**src/rtl/quaternion_arithmetic_unit_defines.svh**
```systemverilog
// ----------------------------------------------------------------------------
// quaternion arithmetic unit assertion macros
// shared checks on the ports and pipeline of the quaternion unit
// ----------------------------------------------------------------------------
`ifndef QUATERNION_ARITHMETIC_UNIT_DEFINES_SVH
`define QUATERNION_ARITHMETIC_UNIT_DEFINES_SVH

// same-cycle implication
`define QAU_ASSERT_IMPL(label, ante, cons, msg) \
   label: assert property (@(posedge clock) disable iff (reset) (ante) |-> (cons)) \
      else $error(msg);

// next-cycle implication
`define QAU_ASSERT_NEXT(label, ante, cons, msg) \
   label: assert property (@(posedge clock) disable iff (reset) (ante) |=> (cons)) \
      else $error(msg);

`endif

```
**src/rtl/qau_pkg.sv**
```systemverilog
// ----------------------------------------------------------------------------
// quaternion arithmetic unit package
// operation codes, pipeline control struct and width helpers
// ----------------------------------------------------------------------------
package qau_pkg;

   localparam int RES_WIDTH      = 32;
   localparam int NUM_LANES      = 4;
   localparam int DEF_FRAC_BITS  = 14;
   localparam int DEF_IN_WIDTH   = 16;

   // tuser bit positions of the result channel
   localparam int USER_ZERO_NORM = 0;
   localparam int USER_SATURATED = 1;
   localparam int RSP_USER_WIDTH = 2;
   localparam int REQ_USER_WIDTH = 3;

   typedef enum logic [2:0] {
      FUNC_MUL     = 3'd0,
      FUNC_INV_MUL = 3'd1,
      FUNC_INV     = 3'd2,
      FUNC_CONJ    = 3'd3,
      FUNC_DOT     = 3'd4
   } func_type;

   typedef struct packed {
      logic                 valid;
      logic                 zero_norm;
      logic [NUM_LANES-1:0] neg;
      logic [NUM_LANES-1:0] ovf;
   } ctrl_type;

   // exact signed sum of products, or a component scaled up by the fraction
   function automatic int sum_width(int w, int f);
      return (2*w + 2 > w + f + 1) ? 2*w + 2 : w + f + 1;
   endfunction

   function automatic int norm_width(int w);
      return 2*w + 1;
   endfunction

   function automatic int num_width(int w, int f);
      return sum_width(w, f) + f + 2;
   endfunction

   function automatic int den_width(int w, int f);
      return (2*w + 2 > f + 2) ? 2*w + 2 : f + 2;
   endfunction

   function automatic int wide_width(int w, int f);
      return (num_width(w, f) > den_width(w, f) + RES_WIDTH) ?
             num_width(w, f) : den_width(w, f) + RES_WIDTH;
   endfunction

endpackage

```
**src/rtl/qau_div_stage.sv**
```systemverilog
// ----------------------------------------------------------------------------
// quaternion unit divider stage
// one restoring division step on all four lanes, quotient bit shifted in
// ----------------------------------------------------------------------------
module qau_div_stage #(
   parameter int IN_WIDTH  = qau_pkg::DEF_IN_WIDTH,
   parameter int FRAC_BITS = qau_pkg::DEF_FRAC_BITS
) (
   input  logic                                    clock,
   input  logic                                    reset,
   input  logic                                    ce,
   input  qau_pkg::ctrl_type                       ctrl_in,
   input  logic [3:0][qau_pkg::den_width(IN_WIDTH, FRAC_BITS)-1:0] r_in,
   input  logic [3:0][qau_pkg::RES_WIDTH-1:0]      q_in,
   input  logic [qau_pkg::den_width(IN_WIDTH, FRAC_BITS)-1:0] d_in,
   output qau_pkg::ctrl_type                       ctrl_out,
   output logic [3:0][qau_pkg::den_width(IN_WIDTH, FRAC_BITS)-1:0] r_out,
   output logic [3:0][qau_pkg::RES_WIDTH-1:0]      q_out,
   output logic [qau_pkg::den_width(IN_WIDTH, FRAC_BITS)-1:0] d_out
);

   localparam int DW = qau_pkg::den_width(IN_WIDTH, FRAC_BITS);
   localparam int QW = qau_pkg::RES_WIDTH;

   qau_pkg::ctrl_type  ctrl_ff;
   logic [3:0][DW-1:0] r_in_next;
   logic [3:0][DW-1:0] r_ff;
   logic [3:0][QW-1:0] q_in_next;
   logic [3:0][QW-1:0] q_ff;
   logic [DW-1:0]      d_ff;

   always_comb begin
      logic [DW:0] t;
      logic        ge;
      for (int i = 0; i < 4; i++) begin
         t = {r_in[i], q_in[i][QW-1]};
         ge = (t >= {1'b0, d_in});
         r_in_next[i] = ge ? DW'(t - {1'b0, d_in}) : DW'(t);
         q_in_next[i] = {q_in[i][QW-2:0], ge};
      end
   end

   always_ff @(posedge clock) begin
      if (reset) begin
         ctrl_ff.valid <= 1'b0;
      end else if (ce) begin
         ctrl_ff.valid <= ctrl_in.valid;
      end
      if (ce) begin
         ctrl_ff.zero_norm <= ctrl_in.zero_norm;
         ctrl_ff.neg       <= ctrl_in.neg;
         ctrl_ff.ovf       <= ctrl_in.ovf;
         r_ff              <= r_in_next;
         q_ff              <= q_in_next;
         d_ff              <= d_in;
      end
   end

   assign ctrl_out = ctrl_ff;
   assign r_out    = r_ff;
   assign q_out    = q_ff;
   assign d_out    = d_ff;

endmodule

```
**config.mk**
```make
export PLATFORM = sky130hd
export DESIGN_NAME = qau_div_stage
export DESIGN_NICKNAME = d
export VERILOG_FILES = /design/src/rtl/quaternion_arithmetic_unit_defines.svh /design/src/rtl/qau_pkg.sv /design/src/rtl/qau_div_stage.sv
export SDC_FILE = /design/constraint.sdc
export NUM_CORES = 1
export LEC_CHECK = 0
export ABC_CLOCK_PERIOD_IN_PS = 3330
export BUFFER_PORTS_ARGS = -buffer_cell sky130_fd_sc_hd__buf_2
export CELL_PAD_IN_SITES_DETAIL_PLACEMENT = 1
export CELL_PAD_IN_SITES_GLOBAL_PLACEMENT = 1
export CORE_AREA = 2 2 239 241
export CTS_CLUSTER_DIAMETER = 200
export DETAILED_ROUTE_END_ITERATION = 10
export DIE_AREA = 0 0 241 243
export PLACE_DENSITY_LB_ADDON = 0.1
export SYNTH_ARGS = -nofsm -noshare
export SYNTH_HDL_FRONTEND = slang
export SYNTH_SLANG_ARGS = --single-unit
```
**constraint.sdc**
```tcl
create_clock -name clock -period 3.33 [get_ports clock]
set_input_delay 0.333 -clock clock [delete_from_list [all_inputs] [get_ports clock]]
set_output_delay 0.333 -clock clock [all_outputs]
set_load 0.1 [all_outputs]
```
# Word level (Yosys, flattened, before mapping)
# Cells that the tools add are included.
# word_totals
reg_bits	308
out_inout_bits	308
# op_classes
add_sub_neg	4
n_lt_le_gt_ge	4
muxes	4
# op_table
op	count
35-bit by 34-bit greater-or-equal comparator with 1-bit output	4
34-bit two-way mux	4
34-bit subtractor	4

# Depth between registers and ports, before layout
# Gate-level depths: netlist of run 1.
# logic_depth
ltp_word	2
mapped_depth	13

# Worst setup path before layout of run 1
# OpenSTA, ideal clock, no wires.
# synth_path
kind	input to register
from	input port q_in[31] (netlist name)
to	register r_ff, in the netlist r_out[20] (data pin)
setup_time_ns	0.260
t_arrival_ns	2.816
slack_ns	0.254
stages	12
path_buffers	0
cell_sequence	inv_1 -> ha_1 -> inv_1 -> fa_1 -> a21oi_1 -> o2bb2ai_1 -> o31ai_1 -> o21ai_0 -> a21oi_1 -> o221ai_1 -> xor2_1 -> mux2_2
# synth_rtl
element	line	text
from (decl)	qau_div_stage.sv:14	input logic [3:0][qau_pkg::RES_WIDTH-1:0] q_in,
to (signal assigned)	qau_div_stage.sv:53	r_ff <= r_in_next;
to (decl)	qau_div_stage.sv:27	logic [3:0][DW-1:0] r_ff;

==> results of run 1 <==
sequential cells by signal, indices dropped and copies added, names as in the netlist:
| name | flops |
|---|---|
| q_out | 128 |
| ctrl_out | 10 |
| d_out | 34 |
| r_out | 136 |
metrics by stage:
stage	cell area [um^2]	hold WS (ps)	total power (uW)	worst slack [ps]
after floorplan	18600	405	9900	254
after detailed placement	24300	500	11600	-364
after CTS	27200	26.5	15900	42.9
after global routing	27400	47.1	16400	-6.15
final	27400	69.3	15800	48.3
after global placement	24300	481	11500	-375
worst paths after layout:
check | cells after the start | slack [ps] | from | endpoint
max | 11 | 50 | d_in[15] | r_out[101]
min | 2 | 70 | d_in[14] | d_out[14]
max reg2reg | 3 | 2140 | ctrl_out[9] | ctrl_out[9]
min reg2reg | 3 | 1080 | ctrl_out[9] | ctrl_out[9]
layer usage:
metal	vias to the layer above	part of all wire [%]	track usage, %
li1	8247	-	-
met1	8542	42	30.6
met2	436	51	44.1
met3	88	4.8	4.29
met4	14	2.2	7.26
met5	-	0.13	0
critical path: cells and delay by family:
family,cells,cell delay (ps)
buffers and inverters,4,1080
AND/OR/NAND/NOR,2,530
adder cells (fa/ha/maj),1,480
AO/OA/AOI/OAI,4,1180
logic make-up (layout without fill, tap and decap cells):
logic type      after synthesis  after routing  share of synthesized area [%]
simple gates                346            346                           9.12
flops                       308            308                           49.6
mux                         111            111                           6.78
buf+inv                     128           1172                           2.94
fa+ha+maj                   140            140                           9.56
compound gates              469            469                           16.8
xor+xnor                    111            111                           5.22
other cells                   0              9                              0
power groups by stage:
stage	Clock, uW	Sequential, uW	Combinational (uW)
finish	4130	4970	6740
CTS	4250	4970	6720
global route	4370	5010	7060
global placement	0	5030	6490
floorplan	0	8240	1660
detailed placement	0	5040	6530
area by class of cell:
type / count / area [um^2]
clock inverter: 22 / 206
sequential: 308 / 9240
multi-input combinational: 1177 / 8960
fill: 6337 / 28600
antenna: 9 / 22.5
timing repair buffer: 1019 / 6650
inverter: 87 / 338
clock buffer: 44 / 1000
tap: 756 / 946
cell usage in the layout (no fill, tap or decap), types with 39 or more instances in the layout:
| master | netlist | final |
|---|---|---|
| sky130_fd_sc_hd__clkbuf_16 | 0 | 39 |
| sky130_fd_sc_hd__ha_1 | 136 | 133 |
| sky130_fd_sc_hd__xnor2_1 | 66 | 66 |
| sky130_fd_sc_hd__dlygate4sd3_1 | 0 | 166 |
| sky130_fd_sc_hd__buf_2 | 9 | 616 |
| sky130_fd_sc_hd__mux2_2 | 96 | 96 |
| sky130_fd_sc_hd__xor2_1 | 45 | 45 |
| sky130_fd_sc_hd__a21o_1 | 68 | 68 |
| sky130_fd_sc_hd__edfxtp_1 | 307 | 307 |
| sky130_fd_sc_hd__nor2_1 | 100 | 98 |
| sky130_fd_sc_hd__o21ai_0 | 61 | 60 |
| sky130_fd_sc_hd__nand2_1 | 75 | 75 |
| sky130_fd_sc_hd__inv_1 | 87 | 84 |
| sky130_fd_sc_hd__a21oi_1 | 140 | 139 |
| sky130_fd_sc_hd__buf_4 | 1 | 226 |
what timing repair did:
action / 4_1_cts / 5_1_grt
hold buffers: 166 / 0
endpoints found under the setup margin: 0 / 81
setup buffers: 0 / 3
hold endpoints to repair: 165 / 0
resized for setup: 0 / 23
==> tab_implementation.tex, run 1 <==
\begin{tabular}{lr}
\hline
Metric & Value \\
\hline
\multicolumn{2}{l}{\textbf{Finish}} \\
Post-Layout Cell Count & 3422 \\
Final-stage net count & roughly 3100 \\
Layout overhead on the synthesized area & 46.8\% \\
Core Util, Final & 48.9\% \\
Proportion of layout cells with a drive suffix above 1 & 39.6\% \\
\multicolumn{2}{l}{\textbf{Yosys}} \\
Synthesized netlist net count & 2064 \\
Cell count after synthesis & 1613 \\
Commonest register cell after synthesis & sky130\_fd\_sc\_hd\_\_edfxtp\_1 \\
List of most frequent post-synthesis cells & 307 x sky130\_fd\_sc\_hd\_\_edfxtp\_1, 140 x sky130\_fd\_sc\_hd\_\_a21oi\_1, 136 x sky130\_fd\_sc\_hd\_\_ha\_1 \\
Post-synthesis instance area & 18600 um\^{}2 \\
YS warnings & 0 \\
Proportion of synthesized chip area in sequential cells & 49.6\% \\
Synth Register Bits & 308 \\
Most common cell in the netlist & sky130\_fd\_sc\_hd\_\_edfxtp\_1 \\
Cell type with the highest aggregate area in the netlist & sky130\_fd\_sc\_hd\_\_edfxtp\_1 \\
Post-synth EDFFs & 307 \\
Top cells by area, synth & sky130\_fd\_sc\_hd\_\_edfxtp\_1 49\%, sky130\_fd\_sc\_hd\_\_ha\_1 9.1\%, sky130\_fd\_sc\_hd\_\_mux2\_2 5.8\%, sky130\_fd\_sc\_hd\_\_a21oi\_1 3.8\%, sky130\_fd\_sc\_hd\_\_xnor2\_1 3.1\% \\
Post-Synthesis Mean Instance Area & 11.6 um\^{}2 \\
Number of library cell types mapped by synthesis & 78 \\
Fraction of synthesis flops using an asynchronous set or reset pin & 0\% \\
Area share of the leading cell type in the synthesized netlist & 49.5\% \\
\multicolumn{2}{l}{\textbf{Setup path}} \\
Stage delay of the slowest cell on the critical path & 530 ps \\
Type of destination of the critical path & flip-flop \\
Data arrival, critical path & between 3000 and 4000 ps \\
Cell seen most often among critical-path stages & sky130\_fd\_sc\_hd\_\_buf\_4 \\
Required time reported for the critical path endpoint & around 3700 ps \\
Critical path class & in2reg \\
Top fanout value on the critical path & 8 \\
Slowest cell on crit path & sky130\_fd\_sc\_hd\_\_dlygate4sd3\_1 \\
Sequence of cells on the critical path & dlygate4sd3\_1 > buf\_4 > clkinvlp\_4 > ha\_1 > nand4\_1 > a21o\_1 > a31o\_2 > or3\_4 > o21a\_1 > buf\_4 > o41ai\_2 \\
Startpoint kind of the worst setup timing path & input port \\
\multicolumn{2}{l}{\textbf{Clock tree}} \\
Clock Sinks & 308 \\
CTS H-tree lvls & 2 \\
Clock transition at the registers of the reported paths & 60 ps \\
Clock Tree Buf Depth & 3 \\
Clock buffer count from CTS & 38 \\
TritonCTS clock tree & yes \\
CTS root buf & sky130\_fd\_sc\_hd\_\_clkbuf\_16 \\
Worst skew pair latency & 550 ps \\
\multicolumn{2}{l}{\textbf{Global route}} \\
Number of global-route vias before repair & around 18000 \\
GR Overflow Total & 0 \\
First-pass GRT wire length & 110000 um \\
Total routing usage reported by global routing & 24.9\% \\
Pin count of the biggest net entering global routing & 75 \\
Antenna violations before repair & 15 \\
\multicolumn{2}{l}{\textbf{Outcome}} \\
Outcome & finished clean \\
\multicolumn{2}{l}{\textbf{Power and ir drop}} \\
Maximum vdd drop & 0.000393 V \\
Internal power summed over all cells & 9000 uW \\
Clock power share & a little over a quarter \\
Areal power density over the cells & between 500 and 600 nW/um\^{}2 \\
Switch Pwr & 6840 uW \\
Part of the total power dissipated in sequential elements & 31.4\% \\
Logic gate share of total power & 42.5\% \\
Switch share & 43.2\% \\
Leakage power & 0.0121 uW \\
\multicolumn{2}{l}{\textbf{STA}} \\
Final setup viols & 0 \\
Transition time at the pin with the least slew margin & $\sim$700 ps \\
Worst max-slew margin expressed relative to the limit & 52.9\% \\
Count of endpoints failing hold in the final timing report & 0 \\
Final critical path time including I/O delays and setup & 3280 ps \\
Setup total negative slack & 0 ps \\
Final worst clock skew & 0 ps \\
Final max-slew violation count & 0 \\
Achievable Freq & 305 MHz \\
Final period util & 98.5\% \\
\multicolumn{2}{l}{\textbf{Die}} \\
Die width & roughly 240 um \\
Num rows & 87 \\
Vert. Die Dim & 243 um \\
Number of primary I/O pins & 619 \\
Initial cell density of the core & between 30\% and 40\% \\
Die Area & 58600 um\^{}2 \\
Placeable Area & 56000 um\^{}2 \\
\multicolumn{2}{l}{\textbf{Placed design}} \\
Inst Count DP & 3178 \\
Final Wtd Congestion & 0.861 \\
Post-detailed-placement half-perimeter wirelength & 58700 um \\
Count of input and output buffers & 618 \\
\multicolumn{2}{l}{\textbf{Drt}} \\
Pre-antenna DRT Iters & 5 \\
Detailed-route wire length per cell & approximately 22 um \\
Number of antenna-violating nets in the routed design & 0 \\
Final routed wirelength across all metal layers & 75100 um \\
Average vias per placed instance & 5.06 \\
Drt initial violations & 1013 \\
Detailed-route via count & 17300 \\
DRC violation count after routing & 0 \\
\multicolumn{2}{l}{\textbf{Job}} \\
Number of maximum-capacitance violations & 0 \\
\multicolumn{2}{l}{\textbf{Worst hold path}} \\
Class of the tightest hold or removal check & in2reg \\
\hline
\end{tabular}
Power figures use the tool's default switching activity.
==> run 2: changes to the inputs <==
--- a/config.mk
+++ b/config.mk
@@ -13,7 +13,8 @@
 export CTS_CLUSTER_DIAMETER = 200
 export DETAILED_ROUTE_END_ITERATION = 10
 export DIE_AREA = 0 0 241 243
-export PLACE_DENSITY_LB_ADDON = 0.1
+export HOLD_SLACK_MARGIN = 0.12
+export PLACE_DENSITY_LB_ADDON = 0.08
 export SYNTH_ARGS = -nofsm -noshare
 export SYNTH_HDL_FRONTEND = slang
 export SYNTH_SLANG_ARGS = --single-unit
==> run 2 against run 1 <==
- sequential power hardly changed
- via count is 2.5% higher
- sequential share of layout area is 1.2 points lower
- critical path type unchanged
- critical endpoint is now r_out[27]
- largest power group unchanged
==> tab_implementation.tex, run 2 (synthesis results as in run 1) <==
\begin{tabular}{lr}
\hline
Metric & Value \\
\hline
\multicolumn{2}{l}{\textbf{Outcome}} \\
Outcome & finished clean \\
\multicolumn{2}{l}{\textbf{Die}} \\
Placeable Area & 56000 um\^{}2 (unchanged) \\
Vert. Die Dim & 243 um (unchanged) \\
Die Area & 58600 um\^{}2 (unchanged) \\
Initial cell density of the core & 33.3\% (unchanged) \\
Die width & 241 um (unchanged) \\
Num rows & 87 (unchanged) \\
Number of primary I/O pins & 619 (unchanged) \\
\multicolumn{2}{l}{\textbf{Finish}} \\
Max reg flops & 136 (unchanged) \\
Final-stage net count & 3177 (+3.1\%) \\
Proportion of layout cells with a drive suffix above 1 & 38.6\% (-1.0 points) \\
Commonest cells after routing, fill and taps aside & 617 x sky130\_fd\_sc\_hd\_\_buf\_2, 307 x sky130\_fd\_sc\_hd\_\_edfxtp\_1, 261 x sky130\_fd\_sc\_hd\_\_dlygate4sd3\_1, 223 x sky130\_fd\_sc\_hd\_\_buf\_4, 139 x sky130\_fd\_sc\_hd\_\_a21oi\_1 \\
Core Util, Final & 50.8\% (+1.9 points) \\
Most common cell after layout, fill and taps aside & sky130\_fd\_sc\_hd\_\_buf\_2 \\
\# fillers & 6332 (-0.079\%) \\
Layout overhead on the synthesized area & 52.4\% \\
\multicolumn{2}{l}{\textbf{STA}} \\
Final critical path time including I/O delays and setup & 3290 ps (+12.9 ps) \\
Post-route worst hold slack & 154 ps (+84.4 ps) \\
Transition time at the pin with the least slew margin & 579 ps (-128 ps) \\
Setup slack after layout & 35.4 ps (-12.9 ps) \\
Final max-slew violation count & 0 (unchanged) \\
Final period util & 98.9\% (+0.39 points) \\
Count of endpoints failing hold in the final timing report & 0 (unchanged) \\
Worst max-slew margin expressed relative to the limit & 60.9\% (+8.0 points) \\
Final worst clock skew & 0 ps (unchanged) \\
Final setup viols & 0 (unchanged) \\
Setup total negative slack & 0 ps (unchanged) \\
Achievable Freq & 304 MHz (-0.39\%) \\
\multicolumn{2}{l}{\textbf{Placed design}} \\
Final Wtd Congestion & 0.902 (+4.7\%) \\
Post-detailed-placement half-perimeter wirelength & 59400 um (+1.0\%) \\
Count of input and output buffers & 618 (unchanged) \\
Post-Place Worst Slack & -487 ps (-123 ps) \\
\multicolumn{2}{l}{\textbf{Setup path}} \\
Sequence of cells on the critical path & dlygate4sd3\_1 > buf\_2 > clkinvlp\_4 > buf\_4 > ha\_1 > buf\_4 > a21o\_1 > a211o\_1 > a21oi\_1 > nand2\_2 > buf\_4 > o21a\_1 > o311a\_1 > mux2\_2 \\
Stage delay of the slowest cell on the critical path & 540 ps (about the same) \\
Logic depth of the worst setup path including buffers & 14 (+3) \\
Type of destination of the critical path & flip-flop \\
Startpoint kind of the worst setup timing path & input port \\
Required time reported for the critical path endpoint & 3630 ps (-40 ps) \\
WP buf/inv & 6 (+2) \\
Critical path class & in2reg \\
Cell seen most often among critical-path stages & sky130\_fd\_sc\_hd\_\_buf\_4 \\
Slowest cell on crit path & sky130\_fd\_sc\_hd\_\_dlygate4sd3\_1 \\
Data arrival, critical path & 3600 ps (-20 ps) \\
Top fanout value on the critical path & 8 (unchanged) \\
R2R cell count & 3 (unchanged) \\
Category of cells accounting for the largest share of critical-path delay & buffers and inverters \\
\multicolumn{2}{l}{\textbf{Drt}} \\
Detailed-route via count & 17800 (+2.5\%) \\
Pre-antenna DRT Iters & 5 (unchanged) \\
Drt initial violations & 909 (-10\%) \\
DRC violation count after routing & 0 (unchanged) \\
Number of antenna-violating nets in the routed design & 0 (unchanged) \\
Average vias per placed instance & 5.04 (-0.42\%) \\
Final routed wirelength across all metal layers & 76200 um (+1.5\%) \\
Detailed-route wire length per cell & 21.6 um (-1.4\%) \\
\multicolumn{2}{l}{\textbf{Global route}} \\
Pin count of the biggest net entering global routing & 88 (+17\%) \\
Total routing usage reported by global routing & 25.5\% (+0.62 points) \\
Antenna violations before repair & 8 (-7) \\
First-pass GRT wire length & 114000 um (+3.1\%) \\
GR Overflow Total & 0 (unchanged) \\
Number of global-route vias before repair & 19100 (+3.1\%) \\
\multicolumn{2}{l}{\textbf{Clock tree}} \\
CTS H-tree lvls & 2 (unchanged) \\
Clock Sinks & 308 (unchanged) \\
Clock Tree Buf Depth & 3 (unchanged) \\
Clock buffer count from CTS & 39 (+2.6\%) \\
Worst skew pair latency & 540 ps (about the same) \\
CTS root buf & sky130\_fd\_sc\_hd\_\_clkbuf\_16 \\
Clock transition at the registers of the reported paths & 60 ps (about the same) \\
TritonCTS clock tree & yes \\
\multicolumn{2}{l}{\textbf{Power and ir drop}} \\
Areal power density over the cells & 569 nW/um\^{}2 (-1.8\%) \\
Switch Pwr & 6930 uW (+1.3\%) \\
Switch share & 42.9\% (-0.28 points) \\
Logic gate share of total power & 42.4\% (about the same) \\
Clock power share & 26.8\% (+0.7 points) \\
Maximum vdd drop & 0.000369 V (-6.3\%) \\
Leakage power & 0.0126 uW (+3.4\%) \\
Internal power summed over all cells & 9230 uW (+2.5\%) \\
Part of the total power dissipated in sequential elements & 30.8\% (-0.6 points) \\
\multicolumn{2}{l}{\textbf{Job}} \\
Number of maximum-capacitance violations & 0 (unchanged) \\
\multicolumn{2}{l}{\textbf{Worst hold path}} \\
Number of cells on the worst hold path & 2 (unchanged) \\
Class of the tightest hold or removal check & in2reg \\
\hline
\end{tabular}
## run 2: through the flow
stage	cells	total power [uW]	instance area, um^2
3_3_place_gp	3178	11500	24300
5_1_grt	3517	16800	28400
4_1_cts	3509	16200	28200
6_report	3522	16200	28400
3_5_place_dp	3178	11600	24300
2_1_floorplan	1613	9900	18600
## run 2: timing repair
action | CTS | global route
hold buffers | 261 | 0
gates resized for setup | 0 | 24
buffers inserted | 0 | 2
hold endpoints to repair | 260 | 0
setup endpoints to repair | 0 | 110
## run 2: path summary, 6_finish.rpt
| path | from | end | slack, ps |
|---|---|---|---|
| worst max-delay path | d_in[18] | r_out[27] | 40 |
| worst min-delay path | r_in[23] | r_out[24] | 150 |
| worst max register to register | ctrl_out[9] | ctrl_out[9] | 2090 |
| worst min register to register | ctrl_out[9] | ctrl_out[9] | 1140 |
## run 2: worst reg2reg max path: cells and delay by family (launching register included)
| kind | cells | cell delay (ps) |
|---|---|---|
| flip-flops | 1 | 310 |
| buffers and inverters | 1 | 570 |
| multiplexers | 1 | 170 |
| AND/OR/NAND/NOR | 1 | 70 |
## run 2: power groups by stage
stage | clock (uW) | sequential (uW) | combinational [uW]
after floorplan | 0 | 8240 | 1660
after global placement | 0 | 5040 | 6490
after detailed placement | 0 | 5050 | 6540
after CTS | 4430 | 4980 | 6820
after global routing | 4570 | 5020 | 7180
final | 4330 | 4980 | 6850
## run 2: final cells by class
type	instances	area [um^2]	share of cell area [%]
sequential	308	9240	32.5
multi-input combinational	1177	8940	31.5
timing repair buffer	1113	7610	26.8
clock buffer	47	1070	3.76
tap	756	946	3.33
inverter	87	342	1.20
clock inverter	23	230	0.810
antenna	11	27.5	0.0969
## run 2: routing by layer
metal | wire [um] | up-vias | track usage (%)
met4 | 1920 | 4 | 6.95
met2 | 38300 | 460 | 44.8
met5 | 28 | - | 0
met1 | 32400 | 8777 | 32.2
li1 | - | 8419 | -
met3 | 3570 | 99 | 3.92
==> run 3: changes to the inputs <==
--- a/config.mk
+++ b/config.mk
@@ -5,6 +5,7 @@
 export SDC_FILE = /design/constraint.sdc
 export NUM_CORES = 1
 export LEC_CHECK = 0
+export ABC_AREA = 1
 export ABC_CLOCK_PERIOD_IN_PS = 3330
 export BUFFER_PORTS_ARGS = -buffer_cell sky130_fd_sc_hd__buf_2
 export CELL_PAD_IN_SITES_DETAIL_PLACEMENT = 1
==> run 3 against run 2 <==
- synthesized cell count up 72%
- area after synthesis up 13%
- register-to-register slack worse by 110 ps
- cell area up 3.7%
- count of clock-buffer cells in the layout down 5
- routed wire length up 38%
- power about the same
- non-clock buffer count down 158
- sequential power about the same
- critical endpoint is now r_out[46]
- highest routed layer unchanged
==> tab_implementation.tex, run 3 <==
\begin{tabular}{lr}
\hline
Metric & Value \\
\hline
\multicolumn{2}{l}{\textbf{Clock tree}} \\
CTS H-tree lvls & 2 (unchanged) \\
TritonCTS clock tree & yes \\
Clock transition at the registers of the reported paths & 70 ps (about the same) \\
Number of gates given a new drive strength after cts & 0 (unchanged) \\
CTS root buf & sky130\_fd\_sc\_hd\_\_clkbuf\_16 \\
Clock Tree Buf Depth & 3 (unchanged) \\
Worst skew pair latency & 560 ps (+20 ps) \\
CTS Hold Buffers Added & 282 (+8.0\%) \\
Setup Buffers After CTS & 0 (unchanged) \\
Clock buffer count from CTS & 37 (-5.1\%) \\
Clock Sinks & 308 (unchanged) \\
\multicolumn{2}{l}{\textbf{Placed design}} \\
Count of input and output buffers & 618 (unchanged) \\
Post-detailed-placement half-perimeter wirelength & 77000 um (+30\%) \\
Final Wtd Congestion & 0.942 (+4.4\%) \\
Placed cell areas & 25400 um\^{}2 (+4.3\%) \\
\multicolumn{2}{l}{\textbf{Finish}} \\
Layout overhead on the synthesized area & 39.7\% \\
Most common cell after layout, fill and taps aside & sky130\_fd\_sc\_hd\_\_nand2\_1 \\
Final-stage net count & 4197 (+32\%) \\
Max reg flops & 136 (unchanged) \\
Final std cell area, no fill & 29500 um\^{}2 (+3.7\%) \\
\# fillers & 7144 (+13\%) \\
Footprint of the multi-input gates & 9930 um\^{}2 (+11\%) \\
Footprint of the flip-flops and latches & 9240 um\^{}2 (unchanged) \\
Proportion of layout cells with a drive suffix above 1 & 20.9\% (-18 points) \\
Commonest cells after routing, fill and taps aside & 1139 x sky130\_fd\_sc\_hd\_\_nand2\_1, 617 x sky130\_fd\_sc\_hd\_\_buf\_2, 427 x sky130\_fd\_sc\_hd\_\_inv\_1, 307 x sky130\_fd\_sc\_hd\_\_edfxtp\_1, 282 x sky130\_fd\_sc\_hd\_\_dlygate4sd3\_1 \\
\multicolumn{2}{l}{\textbf{Yosys}} \\
Synthesized-area fraction occupied by and/or/nand/nor cells & 31.4\% (+22 points) \\
Synth Register Bits & 308 (unchanged) \\
Proportion of synthesized chip area in sequential cells & 43.8\% (-5.7 points) \\
Post-Synthesis Mean Instance Area & 7.59 um\^{}2 (-34\%) \\
Xor/xnor share of the synthesized area & 2.91\% (-2.3 points) \\
Fraction of synthesis flops using an asynchronous set or reset pin & 0\% (unchanged) \\
Top cells by area, synth & sky130\_fd\_sc\_hd\_\_edfxtp\_1 44\%, sky130\_fd\_sc\_hd\_\_nand2\_1 20\%, sky130\_fd\_sc\_hd\_\_ha\_1 8.1\%, sky130\_fd\_sc\_hd\_\_inv\_1 7.6\%, sky130\_fd\_sc\_hd\_\_nor2\_1 4.0\% \\
Multiplexer share of the synthesized area & 0.0475\% (-6.7 points) \\
List of most frequent post-synthesis cells & 1139 x sky130\_fd\_sc\_hd\_\_nand2\_1, 427 x sky130\_fd\_sc\_hd\_\_inv\_1, 307 x sky130\_fd\_sc\_hd\_\_edfxtp\_1 \\
Adder-cell area share of the yosys netlist & 8.45\% (-1.1 points) \\
Share of the synthesized area in compound gates (AO/OA/AOI/OAI) & 4.24\% (-13 points) \\
Area share of the leading cell type in the synthesized netlist & 43.7\% (-5.7 points) \\
YS warnings & 0 (unchanged) \\
Post-synthesis instance area & 21100 um\^{}2 (+13\%) \\
Number of library cell types mapped by synthesis & 32 (-59\%) \\
Synthesized netlist net count & 3228 (+56\%) \\
Post-synth EDFFs & 307 (unchanged) \\
Commonest register cell after synthesis & sky130\_fd\_sc\_hd\_\_edfxtp\_1 \\
Most common cell in the netlist & sky130\_fd\_sc\_hd\_\_nand2\_1 \\
Dominant combinational cell family by area after synthesis & simple AND/OR/NAND/NOR gates \\
Cell count after synthesis & 2777 (+72\%) \\
Cell type with the highest aggregate area in the netlist & sky130\_fd\_sc\_hd\_\_edfxtp\_1 \\
\multicolumn{2}{l}{\textbf{Drt}} \\
Pre-antenna DRT Iters & 5 (unchanged) \\
Drt initial violations & 1474 (+62\%) \\
Detailed-route via count & 22800 (+28\%) \\
Average vias per placed instance & 5.03 (-0.34\%) \\
Final routed wirelength across all metal layers & 105000 um (+38\%) \\
DRC violation count after routing & 0 (unchanged) \\
Number of antenna-violating nets in the routed design & 0 (unchanged) \\
Detailed-route wire length per cell & 23.2 um (+7.1\%) \\
\multicolumn{2}{l}{\textbf{Global route}} \\
Antenna violations before repair & 11 (+3) \\
First-pass GRT wire length & 153000 um (+35\%) \\
Total routing usage reported by global routing & 35.2\% (+9.7 points) \\
GR Overflow Total & 0 (unchanged) \\
Number of global-route vias before repair & 24000 (+26\%) \\
Pin count of the biggest net entering global routing & 72 (-18\%) \\
\multicolumn{2}{l}{\textbf{Setup path}} \\
Required time reported for the critical path endpoint & 3740 ps (+110 ps) \\
Startpoint kind of the worst setup timing path & input port \\
Type of destination of the critical path & flip-flop \\
Startpoint of the most critical register-to-register path & ctrl\_out[9] \\
Top fanout value on the critical path & 14 (+6) \\
Critical path class & in2reg \\
Data arrival, critical path & 3570 ps (-30 ps) \\
R2R cell count & 3 (unchanged) \\
Slack of the worst reg-to-reg path & 1980 ps (-110 ps) \\
Endpoint of the worst-slack reg-to-reg timing path & ctrl\_out[9] \\
\multicolumn{2}{l}{\textbf{STA}} \\
Post-route worst hold slack & 129 ps (-24.5 ps) \\
Final max-slew violation count & 0 (unchanged) \\
Transition time at the pin with the least slew margin & 719 ps (+140 ps) \\
Final setup viols & 0 (unchanged) \\
Unrepaired setup endpoints after global routing & false \\
Final critical path time including I/O delays and setup & 3160 ps (-131 ps) \\
Achievable Freq & 316 MHz (+4.1\%) \\
Worst max-slew margin expressed relative to the limit & 52.1\% (-8.8 points) \\
Count of endpoints failing hold in the final timing report & 0 (unchanged) \\
Setup total negative slack & 0 ps (unchanged) \\
Final period util & 95.0\% (-3.9 points) \\
Final worst clock skew & 0 ps (unchanged) \\
\multicolumn{2}{l}{\textbf{Die}} \\
Die Area & 58600 um\^{}2 (unchanged) \\
Die width & 241 um (unchanged) \\
Initial cell density of the core & 37.7\% (+4.4 points) \\
Num rows & 87 (unchanged) \\
Placeable Area & 56000 um\^{}2 (unchanged) \\
Number of primary I/O pins & 619 (unchanged) \\
Vert. Die Dim & 243 um (unchanged) \\
\multicolumn{2}{l}{\textbf{Job}} \\
Number of maximum-capacitance violations & 0 (unchanged) \\
\multicolumn{2}{l}{\textbf{Worst hold path}} \\
Hold\_sp & r\_in[63] \\
Class of the tightest hold or removal check & in2reg \\
Worst Hold Endpoint & r\_out[64] \\
Number of cells on the worst hold path & 3 (+1) \\
\multicolumn{2}{l}{\textbf{Power and ir drop}} \\
Maximum vdd drop & 0.000429 V (+16\%) \\
Areal power density over the cells & 549 nW/um\^{}2 (-3.5\%) \\
Leakage power & 0.0152 uW (+21\%) \\
\multicolumn{2}{l}{\textbf{Outcome}} \\
Outcome & finished clean \\
\hline
\end{tabular}
==> run 3: kinds of logic after synthesis <==
logic type	count (synthesis)
buffers and inverters	464
AOI/OAI and AO/OA	174
and+or+nand+nor	1620
adders and majority gates	140
xor gates and xnor gates	70
muxes	1
DFF	308
==> run 3: metrics by stage <==
| stage | total power (uW) | setup slack, ps | instances | util (%) |
|---|---|---|---|---|
| 3_5_place_dp | 11500 | 292 | 4181 | 45.4 |
| 3_3_place_gp | 11400 | 329 | 4181 | 45.4 |
| 2_1_floorplan | 9860 | 1210 | 2777 | - |
| 6_report | 16200 | 166 | 4540 | 52.6 |
| 5_1_grt | 16700 | 54.2 | 4540 | 52.6 |
| 4_1_cts | 16000 | 348 | 4529 | 52.6 |
==> run 3: layout make-up <==
type	count	area share, %
clock inverters	24	0.816
flip-flops and latches	308	31.4
clock buffers	42	3.35
repair buffers	955	21.8
diodes	11	0.0935
inverters	439	5.64
multi-input cells	2005	33.7
well taps	756	3.21
==> run 3: worst max-delay path, stage by stage <==
cell and delay, ps:
sky130_fd_sc_hd__dlygate4sd3_1 530, sky130_fd_sc_hd__buf_2 130, sky130_fd_sc_hd__inv_1 480, sky130_fd_sc_hd__buf_4 230, sky130_fd_sc_hd__ha_1 280, sky130_fd_sc_hd__nand2_1 200, sky130_fd_sc_hd__inv_1 60, sky130_fd_sc_hd__nand2_1 70
sky130_fd_sc_hd__nand2_1 70, sky130_fd_sc_hd__nand2_1 70, sky130_fd_sc_hd__nand2_1 70, sky130_fd_sc_hd__a21oi_1 200, sky130_fd_sc_hd__nand2_2 120, sky130_fd_sc_hd__nand2_2 90, sky130_fd_sc_hd__nand2_4 100, sky130_fd_sc_hd__inv_4 90
sky130_fd_sc_hd__buf_4 200, sky130_fd_sc_hd__nand2_1 80, sky130_fd_sc_hd__nand2_1 140
==> run 3: per-layer routing <==
metal | track usage, % | part of all wire, % | vias up
met1 | 43.8 | 41 | 11000
li1 | - | - | 10800
met4 | 17.4 | 5.5 | 2
met2 | 59.2 | 47 | 818
met5 | 0 | 0.012 | -
met3 | 5.16 | 5.8 | 202
==> run 3: how the worst max path moves through the flow <==
stage / slack (ps) / endpoint / start
floorplan: 1210 / r_out[60] / d_in[1]
global placement: 330 / r_out[55] / d_in[14]
detailed placement: 290 / r_out[55] / d_in[14]
CTS: 350 / r_out[55] / d_in[14]
global route: 50 / r_out[11] / d_in[14]
finish: 170 / r_out[46] / d_in[14]
==> run 3: power breakdown <==
part           total, uW  internal, uW  switching (uW)
clock               4300          2510            1790
sequential          5000          4820             183
combinational       6870          1430            5440
